File: src/sv/assert_macros.svh
// Assertion macros shared by the averager RTL.
// Included by files that carry concurrent checks; no other dependencies.
`ifndef ASSERT_MACROS_SVH
`define ASSERT_MACROS_SVH
`ifndef SYNTH
// Property must hold at every rising clock edge outside reset.
`define PTA_ASSERT(lbl, clk_s, rstn_s, prop) \
  lbl: assert property (@(posedge clk_s) disable iff (!rstn_s) (prop)) \
    else $error("pta assertion failed");
// Expression must never be true outside reset.
`define PTA_ASSERT_NEVER(lbl, clk_s, rstn_s, expr) \
  lbl: assert property (@(posedge clk_s) disable iff (!rstn_s) !(expr)) \
    else $error("pta forbidden condition seen");
`else
`define PTA_ASSERT(lbl, clk_s, rstn_s, prop)
`define PTA_ASSERT_NEVER(lbl, clk_s, rstn_s, expr)
`endif
`endif

File: src/sv/pta_pkg.sv
// Package of the periodic three-axis averager: widths, reset values,
// register indexes and the control and status structs passed between its modules.
package pta_pkg;

  // Field widths.
  localparam int SAMPLE_BITS   = 24;
  localparam int ELAPSED_BITS  = 16;
  localparam int PERIOD_BITS   = 16;
  localparam int GUARD_BITS    = 8;
  localparam int RESYNC_BITS   = 4;
  localparam int CNT_BITS      = 10;
  localparam int TIMER_BITS    = 20;
  localparam int SUM_BITS      = 34;
  localparam int MAX_COUNT     = 1023;

  // Serial datapath shape.
  localparam int DIGIT_BITS    = 2;
  localparam int ACC_STEPS     = SUM_BITS / DIGIT_BITS;
  localparam int ACC_STEP_BITS = $clog2(ACC_STEPS);
  localparam int DIV_CNT_BITS  = $clog2(SUM_BITS);

  // Configuration port.
  localparam int CFG_IDX_BITS  = 2;
  localparam int CFG_DATA_BITS = 16;
  localparam logic [CFG_IDX_BITS-1:0] REG_PERIOD = 2'd0;
  localparam logic [CFG_IDX_BITS-1:0] REG_GUARD  = 2'd1;
  localparam logic [CFG_IDX_BITS-1:0] REG_RESYNC = 2'd2;

  // Register reset values.
  localparam logic [PERIOD_BITS-1:0] PERIOD_RST = 16'd1000;
  localparam logic [GUARD_BITS-1:0]  GUARD_RST  = 8'd20;
  localparam logic [RESYNC_BITS-1:0] RESYNC_RST = 4'd5;

  typedef logic signed [SAMPLE_BITS-1:0] sample_t;
  typedef logic signed [SUM_BITS-1:0]    sum_t;

  // Control of one serial axis accumulator.
  typedef struct packed {
    logic load;
    logic step;
    logic clear;
  } acc_ctrl_t;

  // Status of the shared serial divider.
  typedef struct packed {
    logic busy;
    logic done;
  } div_stat_t;

endpackage

File: src/sv/pta_if.sv
// Valid/ready channel interfaces for the averager's input and result items.
// Depends on pta_pkg for field widths and types.
interface pta_in_if;
  import pta_pkg::*;

  logic                    valid;
  logic                    ready;
  logic [ELAPSED_BITS-1:0] elapsed_ms;
  logic                    sample_valid;
  logic                    read_failed;
  sample_t                 field_x;
  sample_t                 field_y;
  sample_t                 field_z;

  modport source (output valid, elapsed_ms, sample_valid, read_failed,
                  field_x, field_y, field_z, input ready);
  modport sink   (input valid, elapsed_ms, sample_valid, read_failed,
                  field_x, field_y, field_z, output ready);
endinterface

interface pta_out_if;
  import pta_pkg::*;

  logic                valid;
  logic                ready;
  sample_t             avg_x;
  sample_t             avg_y;
  sample_t             avg_z;
  logic [CNT_BITS-1:0] sample_count;
  logic                saturation_flag;

  modport source (output valid, avg_x, avg_y, avg_z, sample_count,
                  saturation_flag, input ready);
  modport sink   (input valid, avg_x, avg_y, avg_z, sample_count,
                  saturation_flag, output ready);
endinterface

File: src/sv/pta_axis_acc.sv
// One axis running sum, added DIGIT_BITS bits per cycle while step is set, with a serial adder.
// Depends on pta_pkg.
module pta_axis_acc (
  input  logic                clk,
  input  logic                rst_n,
  input  pta_pkg::acc_ctrl_t  ctrl,
  input  pta_pkg::sample_t    sample,
  output pta_pkg::sum_t       sum
);
  import pta_pkg::*;

  logic [SUM_BITS-1:0]   sum_r;
  logic [SUM_BITS-1:0]   addend_r;
  logic                  carry_r;
  logic [DIGIT_BITS:0]   digit_sum;

  // One digit of the sum plus the carry out of it.
  assign digit_sum = {1'b0, sum_r[DIGIT_BITS-1:0]} + {1'b0, addend_r[DIGIT_BITS-1:0]}
                   + {{DIGIT_BITS{1'b0}}, carry_r};

  // The sum rotates right one digit a step; after a full turn it is aligned again.
  always_ff @(posedge clk) begin
    if (!rst_n) begin
      sum_r   <= '0;
      carry_r <= 1'b0;
    end else begin
      if (ctrl.clear) begin
        sum_r <= '0;
      end else if (ctrl.step) begin
        sum_r <= {digit_sum[DIGIT_BITS-1:0], sum_r[SUM_BITS-1:DIGIT_BITS]};
      end
      if (ctrl.load) begin
        carry_r <= 1'b0;
      end else if (ctrl.step) begin
        carry_r <= digit_sum[DIGIT_BITS];
      end
    end
  end

  // The addend is the sign-extended sample, shifted out one digit a step.
  always_ff @(posedge clk) begin
    if (ctrl.load) begin
      addend_r <= {{(SUM_BITS-SAMPLE_BITS){sample[SAMPLE_BITS-1]}}, sample};
    end else if (ctrl.step) begin
      addend_r <= addend_r >> DIGIT_BITS;
    end
  end

  assign sum = sum_t'(sum_r);

endmodule

File: src/sv/pta_divider.sv
// Shared bit-serial restoring divider: signed sum over unsigned count,
// truncated toward zero, one quotient bit per cycle. Depends on pta_pkg.
module pta_divider (
  input  logic                          clk,
  input  logic                          rst_n,
  input  logic                          start,
  input  pta_pkg::sum_t                 dividend,
  input  logic [pta_pkg::CNT_BITS-1:0]  divisor,
  output pta_pkg::div_stat_t            stat,
  output pta_pkg::sample_t              quotient
);
  import pta_pkg::*;

  logic [SUM_BITS-1:0]     num_r;
  logic [CNT_BITS-1:0]     rem_r;
  logic                    neg_r;
  logic [DIV_CNT_BITS-1:0] cnt_r;
  logic                    busy_r;
  logic                    done_r;

  logic [SUM_BITS-1:0]     dividend_u;
  logic [SUM_BITS-1:0]     mag;
  logic [CNT_BITS:0]       trial;
  logic [CNT_BITS:0]       diff;
  logic                    fits;
  logic [SAMPLE_BITS-1:0]  q_mag;

  // Work on the magnitude; the sign is put back at the end.
  assign dividend_u = dividend;
  assign mag        = dividend_u[SUM_BITS-1] ? -dividend_u : dividend_u;

  // One restoring step: shift in the next dividend bit, subtract if it fits.
  assign trial = {rem_r, num_r[SUM_BITS-1]};
  assign fits  = trial >= {1'b0, divisor};
  assign diff  = trial - {1'b0, divisor};

  always_ff @(posedge clk) begin
    if (!rst_n) begin
      busy_r <= 1'b0;
      done_r <= 1'b0;
      cnt_r  <= '0;
    end else begin
      done_r <= 1'b0;
      if (start) begin
        busy_r <= 1'b1;
        cnt_r  <= '0;
      end else if (busy_r) begin
        cnt_r <= cnt_r + 1'b1;
        if (cnt_r == DIV_CNT_BITS'(SUM_BITS-1)) begin
          busy_r <= 1'b0;
          done_r <= 1'b1;
        end
      end
    end
  end

  // Quotient bits replace dividend bits in the same shift register.
  always_ff @(posedge clk) begin
    if (start) begin
      num_r <= mag;
      rem_r <= '0;
      neg_r <= dividend_u[SUM_BITS-1];
    end else if (busy_r) begin
      num_r <= {num_r[SUM_BITS-2:0], fits};
      rem_r <= fits ? diff[CNT_BITS-1:0] : trial[CNT_BITS-1:0];
    end
  end

  assign q_mag       = num_r[SAMPLE_BITS-1:0];
  assign quotient    = neg_r ? sample_t'(-q_mag) : sample_t'(q_mag);
  assign stat.busy   = busy_r;
  assign stat.done   = done_r;

endmodule

File: src/sv/periodic_three_axis_averager_core.sv
// Periodic three-axis averager, top level: control sequencer, registers,
// output stage. Depends on pta_pkg, pta_if, pta_axis_acc, pta_divider.
//
// Each accepted item updates the guard window and the period timer. A sample
// that is taken is added into the three axis sums by 2-bit serial adders,
// and a last accumulate step without an add lets the sums settle before a
// division may start. When the period closes with samples, one shared
// bit-serial divider forms the three means in turn, each from 34 quotient
// bits. The result item is then loaded into the output register once that
// register is free, and the period state is cleared in the next cycle. An
// item that closes a period with samples thus also waits for any earlier
// result in the output register to be taken. The input is accepted again
// as soon as that work is done, while a result may still wait at the
// output.
`include "assert_macros.svh"

module periodic_three_axis_averager_core (
  input  logic                              clk,
  input  logic                              rst_n,
  pta_in_if.sink                            in_ch,
  pta_out_if.source                         out_ch,
  input  logic                              cfg_we,
  input  logic [pta_pkg::CFG_IDX_BITS-1:0]  cfg_index,
  input  logic [pta_pkg::CFG_DATA_BITS-1:0] cfg_wdata
);
  import pta_pkg::*;

  typedef enum logic [4:0] {
    S_IDLE  = 5'b00001,
    S_ACC   = 5'b00010,
    S_DIV   = 5'b00100,
    S_EMIT  = 5'b01000,
    S_CLOSE = 5'b10000
  } state_t;

  localparam logic [1:0] AXIS_X = 2'd0;
  localparam logic [1:0] AXIS_Y = 2'd1;
  localparam logic [1:0] AXIS_Z = 2'd2;

  state_t                   state_r, state_nxt;
  logic [PERIOD_BITS-1:0]   period_ms_r;
  logic [GUARD_BITS-1:0]    guard_ms_r;
  logic [RESYNC_BITS-1:0]   resync_r;
  logic [GUARD_BITS-1:0]    guard_left_r;
  logic [TIMER_BITS-1:0]    period_elapsed_r;
  logic [CNT_BITS-1:0]      taken_count_r;
  logic                     failed_mark_r;
  logic                     close_r;
  logic [ACC_STEP_BITS-1:0] step_r;
  logic [1:0]               axis_r;
  sample_t                  avg_x_hold_r;
  sample_t                  avg_y_hold_r;

  logic                     out_valid_r;
  sample_t                  out_avg_x_r;
  sample_t                  out_avg_y_r;
  sample_t                  out_avg_z_r;
  logic [CNT_BITS-1:0]      out_count_r;
  logic                     out_flag_r;

  logic                     in_acc;
  logic [GUARD_BITS-1:0]    guard_after;
  logic                     guard_open;
  logic                     take;
  logic                     mark_now;
  logic [TIMER_BITS:0]      timer_sum;
  logic [TIMER_BITS-1:0]    timer_sat;
  logic                     close_now;
  logic                     acc_last;
  logic                     out_free;
  logic [TIMER_BITS-1:0]    timer_sub;
  logic [TIMER_BITS-1:0]    resync_limit;

  acc_ctrl_t                acc_ctrl;
  sum_t                     sum_x, sum_y, sum_z;
  logic                     div_start;
  logic [1:0]               start_axis;
  sum_t                     div_dividend;
  div_stat_t                div_stat;
  sample_t                  div_quot;

  // Accept-cycle decisions: guard window, sample take and period timer.
  assign in_acc      = in_ch.valid && (state_r == S_IDLE);
  assign guard_after = (in_ch.elapsed_ms >= ELAPSED_BITS'(guard_left_r)) ? '0
                     : guard_left_r - in_ch.elapsed_ms[GUARD_BITS-1:0];
  assign guard_open  = (guard_after == '0);
  assign mark_now    = guard_open && in_ch.read_failed;
  assign take        = guard_open && !in_ch.read_failed && in_ch.sample_valid
                    && (taken_count_r < CNT_BITS'(MAX_COUNT));
  assign timer_sum   = {1'b0, period_elapsed_r} + (TIMER_BITS+1)'(in_ch.elapsed_ms);
  assign timer_sat   = timer_sum[TIMER_BITS] ? '1 : timer_sum[TIMER_BITS-1:0];
  assign close_now   = timer_sat >= TIMER_BITS'(period_ms_r);
  // The last accumulate cycle does no step, so the sums are aligned in it.
  assign acc_last    = (step_r == ACC_STEP_BITS'(ACC_STEPS));
  assign out_free    = !out_valid_r || out_ch.ready;

  // Period close arithmetic: subtract one period, restart on excess lag.
  assign timer_sub    = period_elapsed_r - TIMER_BITS'(period_ms_r);
  assign resync_limit = TIMER_BITS'(period_ms_r) * TIMER_BITS'(resync_r);

  // Serial accumulators, one per axis.
  assign acc_ctrl.load  = in_acc;
  assign acc_ctrl.step  = (state_r == S_ACC) && !acc_last;
  assign acc_ctrl.clear = (state_r == S_CLOSE);

  pta_axis_acc u_acc_x (.clk(clk), .rst_n(rst_n), .ctrl(acc_ctrl),
                        .sample(in_ch.field_x), .sum(sum_x));
  pta_axis_acc u_acc_y (.clk(clk), .rst_n(rst_n), .ctrl(acc_ctrl),
                        .sample(in_ch.field_y), .sum(sum_y));
  pta_axis_acc u_acc_z (.clk(clk), .rst_n(rst_n), .ctrl(acc_ctrl),
                        .sample(in_ch.field_z), .sum(sum_z));

  // Divider starts: first axis on entry to the division, next axis on done.
  assign div_start = (in_acc && !take && close_now && (taken_count_r != '0))
                  || ((state_r == S_ACC) && acc_last && close_r)
                  || ((state_r == S_DIV) && div_stat.done && (axis_r != AXIS_Z));
  assign start_axis = (state_r == S_DIV) ? axis_r + 2'd1 : AXIS_X;

  always_comb begin
    case (start_axis)
      AXIS_X:  div_dividend = sum_x;
      AXIS_Y:  div_dividend = sum_y;
      default: div_dividend = sum_z;
    endcase
  end

  pta_divider u_div (.clk(clk), .rst_n(rst_n), .start(div_start),
                     .dividend(div_dividend), .divisor(taken_count_r),
                     .stat(div_stat), .quotient(div_quot));

  // Next state.
  always_comb begin
    state_nxt = state_r;
    case (state_r)
      S_IDLE: begin
        if (in_acc) begin
          if (take) begin
            state_nxt = S_ACC;
          end else if (close_now) begin
            state_nxt = (taken_count_r != '0) ? S_DIV : S_CLOSE;
          end
        end
      end
      S_ACC: begin
        if (acc_last) begin
          state_nxt = close_r ? S_DIV : S_IDLE;
        end
      end
      S_DIV: begin
        if (div_stat.done && (axis_r == AXIS_Z)) begin
          state_nxt = S_EMIT;
        end
      end
      S_EMIT: begin
        if (out_free) begin
          state_nxt = S_CLOSE;
        end
      end
      S_CLOSE: begin
        state_nxt = S_IDLE;
      end
      default: begin
        state_nxt = S_IDLE;
      end
    endcase
  end

  // Control and period state.
  always_ff @(posedge clk) begin
    if (!rst_n) begin
      state_r          <= S_IDLE;
      period_ms_r      <= PERIOD_RST;
      guard_ms_r       <= GUARD_RST;
      resync_r         <= RESYNC_RST;
      guard_left_r     <= '0;
      period_elapsed_r <= '0;
      taken_count_r    <= '0;
      failed_mark_r    <= 1'b0;
      close_r          <= 1'b0;
      step_r           <= '0;
      axis_r           <= AXIS_X;
      out_valid_r      <= 1'b0;
    end else begin
      state_r <= state_nxt;

      // Configuration writes.
      if (cfg_we) begin
        case (cfg_index)
          REG_PERIOD: period_ms_r <= cfg_wdata[PERIOD_BITS-1:0];
          REG_GUARD:  guard_ms_r  <= cfg_wdata[GUARD_BITS-1:0];
          REG_RESYNC: resync_r    <= cfg_wdata[RESYNC_BITS-1:0];
          default: ;
        endcase
      end

      // Item accept.
      if (in_acc) begin
        guard_left_r     <= guard_after;
        period_elapsed_r <= timer_sat;
        close_r          <= close_now;
        step_r           <= '0;
        axis_r           <= AXIS_X;
        if (mark_now) begin
          failed_mark_r <= 1'b1;
        end
        if (take) begin
          taken_count_r <= taken_count_r + 1'b1;
        end
      end

      if (state_r == S_ACC) begin
        step_r <= step_r + 1'b1;
      end

      if ((state_r == S_DIV) && div_stat.done) begin
        axis_r <= axis_r + 2'd1;
      end

      // Output register: loaded from the emit step, freed when taken.
      if ((state_r == S_EMIT) && out_free) begin
        out_valid_r  <= 1'b1;
        guard_left_r <= guard_ms_r;
      end else if (out_valid_r && out_ch.ready) begin
        out_valid_r <= 1'b0;
      end

      // Period close: clear the period state and step the timer.
      if (state_r == S_CLOSE) begin
        taken_count_r    <= '0;
        failed_mark_r    <= 1'b0;
        period_elapsed_r <= (timer_sub > resync_limit) ? '0 : timer_sub;
      end
    end
  end

  // Quotient holding and result payload.
  always_ff @(posedge clk) begin
    if ((state_r == S_DIV) && div_stat.done) begin
      case (axis_r)
        AXIS_X:  avg_x_hold_r <= div_quot;
        AXIS_Y:  avg_y_hold_r <= div_quot;
        default: ;
      endcase
    end
    if ((state_r == S_EMIT) && out_free) begin
      out_avg_x_r <= avg_x_hold_r;
      out_avg_y_r <= avg_y_hold_r;
      out_avg_z_r <= div_quot;
      out_count_r <= taken_count_r;
      out_flag_r  <= failed_mark_r;
    end
  end

  assign in_ch.ready            = (state_r == S_IDLE);
  assign out_ch.valid           = out_valid_r;
  assign out_ch.avg_x           = out_avg_x_r;
  assign out_ch.avg_y           = out_avg_y_r;
  assign out_ch.avg_z           = out_avg_z_r;
  assign out_ch.sample_count    = out_count_r;
  assign out_ch.saturation_flag = out_flag_r;

  // A new result only appears out of the emit step.
  `PTA_ASSERT(a_emit_source, clk, rst_n, $rose(out_valid_r) |-> $past(state_r == S_EMIT))
  // A result never reports an empty period.
  `PTA_ASSERT(a_count_nonzero, clk, rst_n, out_valid_r |-> (out_count_r != '0))
  // The shared divider is never restarted while it is still working.
  `PTA_ASSERT_NEVER(a_div_overlap, clk, rst_n, div_start && div_stat.busy)
  // The division only runs with a nonzero count.
  `PTA_ASSERT(a_div_divisor, clk, rst_n, div_start |-> (taken_count_r != '0))

endmodule

File: src/flat_wrapper.sv
// flat-port wrapper written by rule: the top's interface ports become plain ports
module periodic_three_axis_averager_core_flat import pta_pkg::*;
  (clk, rst_n, cfg_we, cfg_index, cfg_wdata, in_ch_valid, in_ch_elapsed_ms, in_ch_sample_valid, in_ch_read_failed, in_ch_field_x, in_ch_field_y, in_ch_field_z, in_ch_ready, out_ch_valid, out_ch_avg_x, out_ch_avg_y, out_ch_avg_z, out_ch_sample_count, out_ch_saturation_flag, out_ch_ready);
  pta_in_if in_ch_i ();
  pta_out_if out_ch_i ();
  input  logic clk;
  input  logic rst_n;
  input  logic cfg_we;
  input  logic [pta_pkg::CFG_IDX_BITS-1:0] cfg_index;
  input  logic [pta_pkg::CFG_DATA_BITS-1:0] cfg_wdata;
  input wire logic [$bits(in_ch_i.valid)-1:0] in_ch_valid;
  input wire logic [$bits(in_ch_i.elapsed_ms)-1:0] in_ch_elapsed_ms;
  input wire logic [$bits(in_ch_i.sample_valid)-1:0] in_ch_sample_valid;
  input wire logic [$bits(in_ch_i.read_failed)-1:0] in_ch_read_failed;
  input wire logic [$bits(in_ch_i.field_x)-1:0] in_ch_field_x;
  input wire logic [$bits(in_ch_i.field_y)-1:0] in_ch_field_y;
  input wire logic [$bits(in_ch_i.field_z)-1:0] in_ch_field_z;
  output wire logic [$bits(in_ch_i.ready)-1:0] in_ch_ready;
  output wire logic [$bits(out_ch_i.valid)-1:0] out_ch_valid;
  output wire logic [$bits(out_ch_i.avg_x)-1:0] out_ch_avg_x;
  output wire logic [$bits(out_ch_i.avg_y)-1:0] out_ch_avg_y;
  output wire logic [$bits(out_ch_i.avg_z)-1:0] out_ch_avg_z;
  output wire logic [$bits(out_ch_i.sample_count)-1:0] out_ch_sample_count;
  output wire logic [$bits(out_ch_i.saturation_flag)-1:0] out_ch_saturation_flag;
  input wire logic [$bits(out_ch_i.ready)-1:0] out_ch_ready;
  assign in_ch_i.valid = in_ch_valid;
  assign in_ch_i.elapsed_ms = in_ch_elapsed_ms;
  assign in_ch_i.sample_valid = in_ch_sample_valid;
  assign in_ch_i.read_failed = in_ch_read_failed;
  assign in_ch_i.field_x = in_ch_field_x;
  assign in_ch_i.field_y = in_ch_field_y;
  assign in_ch_i.field_z = in_ch_field_z;
  assign in_ch_ready = in_ch_i.ready;
  assign out_ch_valid = out_ch_i.valid;
  assign out_ch_avg_x = out_ch_i.avg_x;
  assign out_ch_avg_y = out_ch_i.avg_y;
  assign out_ch_avg_z = out_ch_i.avg_z;
  assign out_ch_sample_count = out_ch_i.sample_count;
  assign out_ch_saturation_flag = out_ch_i.saturation_flag;
  assign out_ch_i.ready = out_ch_ready;
  periodic_three_axis_averager_core u_core (.clk(clk), .rst_n(rst_n), .in_ch(in_ch_i), .out_ch(out_ch_i), .cfg_we(cfg_we), .cfg_index(cfg_index), .cfg_wdata(cfg_wdata));
endmodule
File: config.mk
export PLATFORM = sky130hd
export DESIGN_NAME = periodic_three_axis_averager_core_flat
export DESIGN_NICKNAME = d
export VERILOG_FILES = /design/src/sv/pta_pkg.sv /design/src/sv/pta_if.sv /design/src/sv/pta_axis_acc.sv /design/src/sv/pta_divider.sv /design/src/sv/periodic_three_axis_averager_core.sv /design/src/flat_wrapper.sv
export VERILOG_INCLUDE_DIRS = /design/src /design/src/sv
export SDC_FILE = /design/constraint.sdc
export NUM_CORES = 1
export LEC_CHECK = 0
export ABC_AREA = 1
export BUFFER_PORTS_ARGS = -buffer_cell sky130_fd_sc_hd__buf_4
export CAP_MARGIN = 20
export CORE_ASPECT_RATIO = 1.5
export CORE_UTILIZATION = 35
export DETAILED_ROUTE_END_ITERATION = 7
export SETUP_SLACK_MARGIN = 0.5
export SYNTH_ARGS = -nofsm -noshare
export SYNTH_HDL_FRONTEND = slang
export SYNTH_HIERARCHICAL = 1
export SYNTH_SLANG_ARGS = --single-unit
File: constraint.sdc
create_clock -name clk -period 12 [get_ports clk]
set_clock_uncertainty 0.15 [all_clocks]
set_input_delay 3 -clock clk [delete_from_list [all_inputs] [get_ports clk]]
set_output_delay 3 -clock clk [all_outputs]
set_load 0.05 [all_outputs]
==> Word level (Yosys, flattened, before mapping) <==
Index checks and enable logic that the tools add are counted.
{ "classes": {"n_mux": 39, "eq_ne": 18, "bitwise": 2, "order_cmp": 5, "n_reduce_logical": 47, "multipliers": 1, "add_sub_neg": 16} }
{ "op_table": {"columns": ["cell", "count"], "rows": [
  ["two-way mux 34 bit", 9],
  ["two-way mux 20 bit", 4],
  ["one-hot mux 34 bit (2 select lines)", 1],
  ["two-way mux 5 bit", 9],
  ["negator 34 bit", 1],
  ["two-way mux 24 bit", 1],
  ["two-way mux 8 bit", 3],
  ["negator 24 bit", 1],
  ["adder 20 x 16 -> 21 bit", 1],
  ["greater-or-equal comparator 20 x 16 -> 1 bit", 1],
  ["> comparator 20 bit", 1],
  ["multiplier 16 x 4 -> 20 bit", 1],
  ["one-hot mux 5 bit (4 select lines)", 1],
  ["subtractor 20 x 16 -> 20 bit", 1],
  ["greater-or-equal comparator 16 x 8 -> 1 bit", 1],
  ["logical AND 1 bit", 16],
  ["AND reduction 2 bit", 7],
  ["nonzero test 2 bit", 7],
  ["greater-or-equal comparator 11 x 10 -> 1 bit", 1],
  ["adder 10 x 1 -> 10 bit, second input constant", 1],
  ["equality test 5 bit, second input constant", 2],
  ["< comparator 10 bit, second input constant", 1],
  ["two-way mux 10 bit", 1],
  ["nonzero test 10 bit", 1],
  ["other kinds (28)", 55]
]} }
{ "word_totals": {"out_inout_bits": 85, "in_bits": 113, "register_bits": 472} }

==> Longest topological paths before layout <==
{ "logic_depth": {"depth_word": 13, "ltp_mapped": 36, "mapped_depth_nobuf": 35} }

==> Hierarchy <==
The synthesis kept the hierarchy.
{ "by_module_without_submodules": {"columns": ["module", "n_inst", "cells_per_inst", "area_per_inst_um2"], "rows": [
  ["periodic_three_axis_averager_core", 1, 1732, 13899.6],
  ["pta_axis_acc", 3, 279, 2503.7],
  ["pta_divider", 1, 676, 4550.6]
]} }

==> Worst setup path after synthesis <==
No wires, ideal clock.
{ "synth_path": {"path_kind": "input to register", "from": "input port in_ch_elapsed_ms[0]", "to": "register u_core.u_div.num_r[0], enable pin", "arrival_ps": 6586, "setup_time_ps": 430, "cell_stages": 27, "setup_slack_ps": 4834, "path_cell_list": "ha_1 -> inv_1 -> fa_1 -> inv_1 -> nand3_1 -> nand3_1 -> nand2_1 -> nand2_1 -> nand2_1 -> nand2_1 -> nand2_1 -> buf_2 -> nand3_1 -> ha_1 -> a21oi_1 -> o21ai_0 -> a21oi_1 -> nand2_1 -> nand2_1 -> nand2_1 -> nor2_1 -> nand3_1 -> nand4_1 -> o211ai_1 -> buf_2 -> nor2_1 -> inv_1"} }
{ "synth_between": {"elab_chain_cells": 13, "word_cells_on_any_way": 17, "cone_classes": "add/sub: 2; order compare: 2; mux: 2; reduce/logical: 11"} }
{ "synth_lines": {"columns": ["element", "line_no", "text"], "rows": [
  ["start, declared", "flat_wrapper.sv:12", "input wire logic [$bits(in_ch_i.elapsed_ms)-1:0] in_ch_elapsed_ms;"],
  ["parallel branches: the longest is 8 deep, another holds adder 20 x 16 -> 21 bit", null, null],
  ["logical AND 1 bit (*) (2 in a row)", "periodic_three_axis_averager_core.sv:114", "assign div_start = (in_acc && !take && close_now && (taken_count_r != '0))"],
  ["logical OR 1 bit (*)", "periodic_three_axis_averager_core.sv:115", "|| ((state_r == S_ACC) && acc_last && close_r)"],
  ["logical OR 1 bit (*)", "periodic_three_axis_averager_core.sv:116", "|| ((state_r == S_DIV) && div_stat.done && (axis_r != AXIS_Z));"],
  ["named net u_core.div_start", "periodic_three_axis_averager_core.sv:76", "logic div_start;"],
  ["nonzero test 2 bit (no line) (*)", null, null],
  ["end signal, assigned", "pta_divider.sv:60", "num_r <= mag;"],
  ["end signal, assigned", "pta_divider.sv:64", "num_r <= {num_r[SUM_BITS-2:0], fits};"],
  ["end, declared", "pta_divider.sv:14", "logic [SUM_BITS-1:0] num_r;"]
]} }
Mark *: on every way through the listed nets, which the timed path passes.
A chain may end at the register's enable or synchronous reset.

==> Worst setup path after layout <==
{ "layout_path": {"from": "input port in_ch_elapsed_ms[0]", "to": "register u_core.u_div.cnt_r[1]"} }
{ "layout_between": {"elab_chain_cells": 13, "word_cells_on_any_way": 17, "cone_classes": "add/sub: 2; order compare: 2; mux: 2; reduce/logical: 11"} }
{ "layout_lines": {"columns": ["element", "line_no", "text"], "rows": [
  ["parallel branches: the longest is 8 deep, another holds adder 20 x 16 -> 21 bit", null, null],
  ["logical AND 1 bit (*) (2 in a row)", "periodic_three_axis_averager_core.sv:114", null],
  ["logical OR 1 bit (*)", "periodic_three_axis_averager_core.sv:115", null],
  ["logical OR 1 bit (*)", "periodic_three_axis_averager_core.sv:116", null],
  ["named net u_core.div_start", "periodic_three_axis_averager_core.sv:76", null],
  ["OR reduction 2 bit (no line) (*)", null, null],
  ["end signal, assigned", "pta_divider.sv:48", "cnt_r <= cnt_r + 1'b1;"],
  ["end, declared", "pta_divider.sv:17", "logic [DIV_CNT_BITS-1:0] cnt_r;"]
]} }
Marked as above.

==> metrics.cfg <==
[clock_network]
cts_root_buffer = clkbuf_16
clk_latency_ps = 610
clk_path_buf_depth = 3
clkTransAtPathRegs_ps = 60
htree_levels = 2
cts_tree = done
cts.sinks = 457
post-cts-setup-buffers = 0
cts_resized = 0
cts_buffers = 46
hold_buffers = 0

[placement]
hpwl_um = 49200
place_ws_ps = 3360
gp_congestion = 0.897
place_area_um2 = 28300
io_buffers = 197
dpl.cell_count = 4343

[worst_setup_path]
crit_type = primary input to register
crit_arrival_ps = 8350
cp-start-kind = primary input
worstSetupEndpointType = register
cp.required_ps = 12340
path_max_fanout = 38

[timing]
setup_ws_ps = 3990
period_minus_slack_ps = 8010
tns_ps = 0
fmax_mhz = 125
finalCritPeriodShare = 0.667
whs_ps = 268
rsz0062_at_grt = false
maxSlewViolCount = 0
relSlewSlack = 0.344
setup_viol = 0
tightest_slew_ps = 983
finalHoldViolCount = 0

[routing]
drtPass1Iterations = 5
drc = 0
vias_per_cell = 4.82
drt_iter0_markers = 1137
vias = 21329
wire_per_inst_um = 15.2
ant_nets = 0
finalWirelength_um = 67300

[global_routing]
track_usage = 0.177
grt_pass1_wl_um = 108000
grt_max_degree = 75
antenna_found_initial = 0
grt_pass1_vias = 20780
grt_overflow = 0

[power]
vdd_ir_drop_max_v = 0.000137
fin_total_pwr_mw = 5.90
leakage_nw = 13.1
power_density_nw_per_um2 = 198

[finish]
drive_above_1_share = 0.115
design_area_um2 = 29900
diodes = 0
fin_util = 0.409
nets = 3686
instances_no_fill = 4429
layout-area-overhead-vs-synth_pct = 15.1

[run]
drv_cap = 0

[floorplan]
die_area_um2 = 75300
rows = 121
io_pins = 198
die_h_um = 336
design.core.area_um2 = 73000
initial_core_util = 0.356
dieWidth_um = 224

[synth]
syn_area_um2 = 26000
yosys_warnings = 6
avgSynthCellArea_um2 = 8.00
syn_inst = 3244
syn_nets = 3523

[outcome]
status = finished clean

[worst_hold_path]
hp-class = register to register

==> cell usage in the layout, fill, tap and decap left out, types with 5 or more instances in the layout <==
cell	n
nand2_2	10
ha_1	128
o21ai_0	107
o211ai_1	16
clkbuf_1	8
nand2_1	1059
a31oi_1	16
o21bai_1	6
nand3_1	185
xor2_1	51
edfxtp_1	253
nor4_1	10
nand4_1	70
bufinv_16	5
or2_2	22
fa_1	38
dfxtp_1	204
inv_1	382
nor2_2	13
xnor2_1	25
nand3_2	10
clkbuf_16	46
o21ai_1	17
inv_2	16
buf_4	226
nand3b_1	10
clkinv_2	8
a21oi_1	217
nor3b_1	6
nor3_1	17
nor2_1	195
==> path summary, 6_finish.rpt <==
kind                                            startpoint                     end  slack, ps  cells past startpoint
worst max-delay path                   in_ch_elapsed_ms[0]   u_core/u_div/cnt_r[1]       3990                     28
worst min-delay path                u_core/avg_x_hold_r[9]  u_core/out_ch.avg_x[9]        270                      0
worst max register to register  u_core/period_elapsed_r[0]   u_core/u_div/cnt_r[1]       6120                     27
worst min register to register      u_core/avg_x_hold_r[9]  u_core/out_ch.avg_x[9]        270                      0
==> critical path: stages <==
cell      delay, ps
buf_4           100
ha_1            230
inv_1            70
fa_1            390
inv_1           130
nand3_1          80
nand3_1         130
nand2_1          70
nand2_1         100
nand2_1          60
nand2_1         100
nand2_1         340
inv_2           260
a21oi_1          50
o21ai_0         130
ha_1            300
nand2_1          90
nor2_1           50
a211oi_1        270
nand2_1          90
nor2_1          140
nand3_1         210
nand4_1         180
o211ai_1        100
buf_4           260
inv_1           760
nand2_1         380
a211oi_1        260
==> layer usage <==
metal / up-vias / wire, um / GRT usage
li1: 10907 / - / -
met1: 9883 / 29500 / 0.218
met2: 453 / 33000 / 0.316
met3: 86 / 2960 / 0.0261
met4: 0 / 1770 / 0.0559
met5: - / 0 / 0
==> power breakdown <==
part / leakage, nW / internal (mW) / switching, mW
Combinational: 8.38 / 0.773 / 1.48
Sequential: 3.98 / 2.00 / 0.138
Clock: 0.779 / 0.849 / 0.665
Total: 13.1 / 3.62 / 2.28
==> final cells by class <==
type	count	area, um2
multi-input cells	2276	12200
inverters	400	1500
clock buffers	58	1220
well taps	984	1230
fillers	7553	43100
repair buffers	226	1700
flip-flops and latches	457	11700
clock inverters	28	360
==> flip-flops by register name, indices dropped and copies added, names as in the netlist, 10 cells and up <==
register	cells
u_core/u_acc_x/sum	34
u_core/u_acc_y/sum	34
u_core/u_acc_z/sum	34
u_core/u_div/num_r	34
u_core/u_acc_x/addend_r	29
u_core/u_acc_y/addend_r	29
u_core/u_acc_z/addend_r	29
u_core/avg_x_hold_r	24
u_core/avg_y_hold_r	24
u_core/out_ch.avg_x	24
u_core/out_ch.avg_y	24
u_core/out_ch.avg_z	24
u_core/period_elapsed_r	20
u_core/period_ms_r	16
u_core/out_ch.sample_count	10
u_core/taken_count_r	10
u_core/u_div/rem_r	10
No activity file was read; power rests on OpenSTA's default activity.
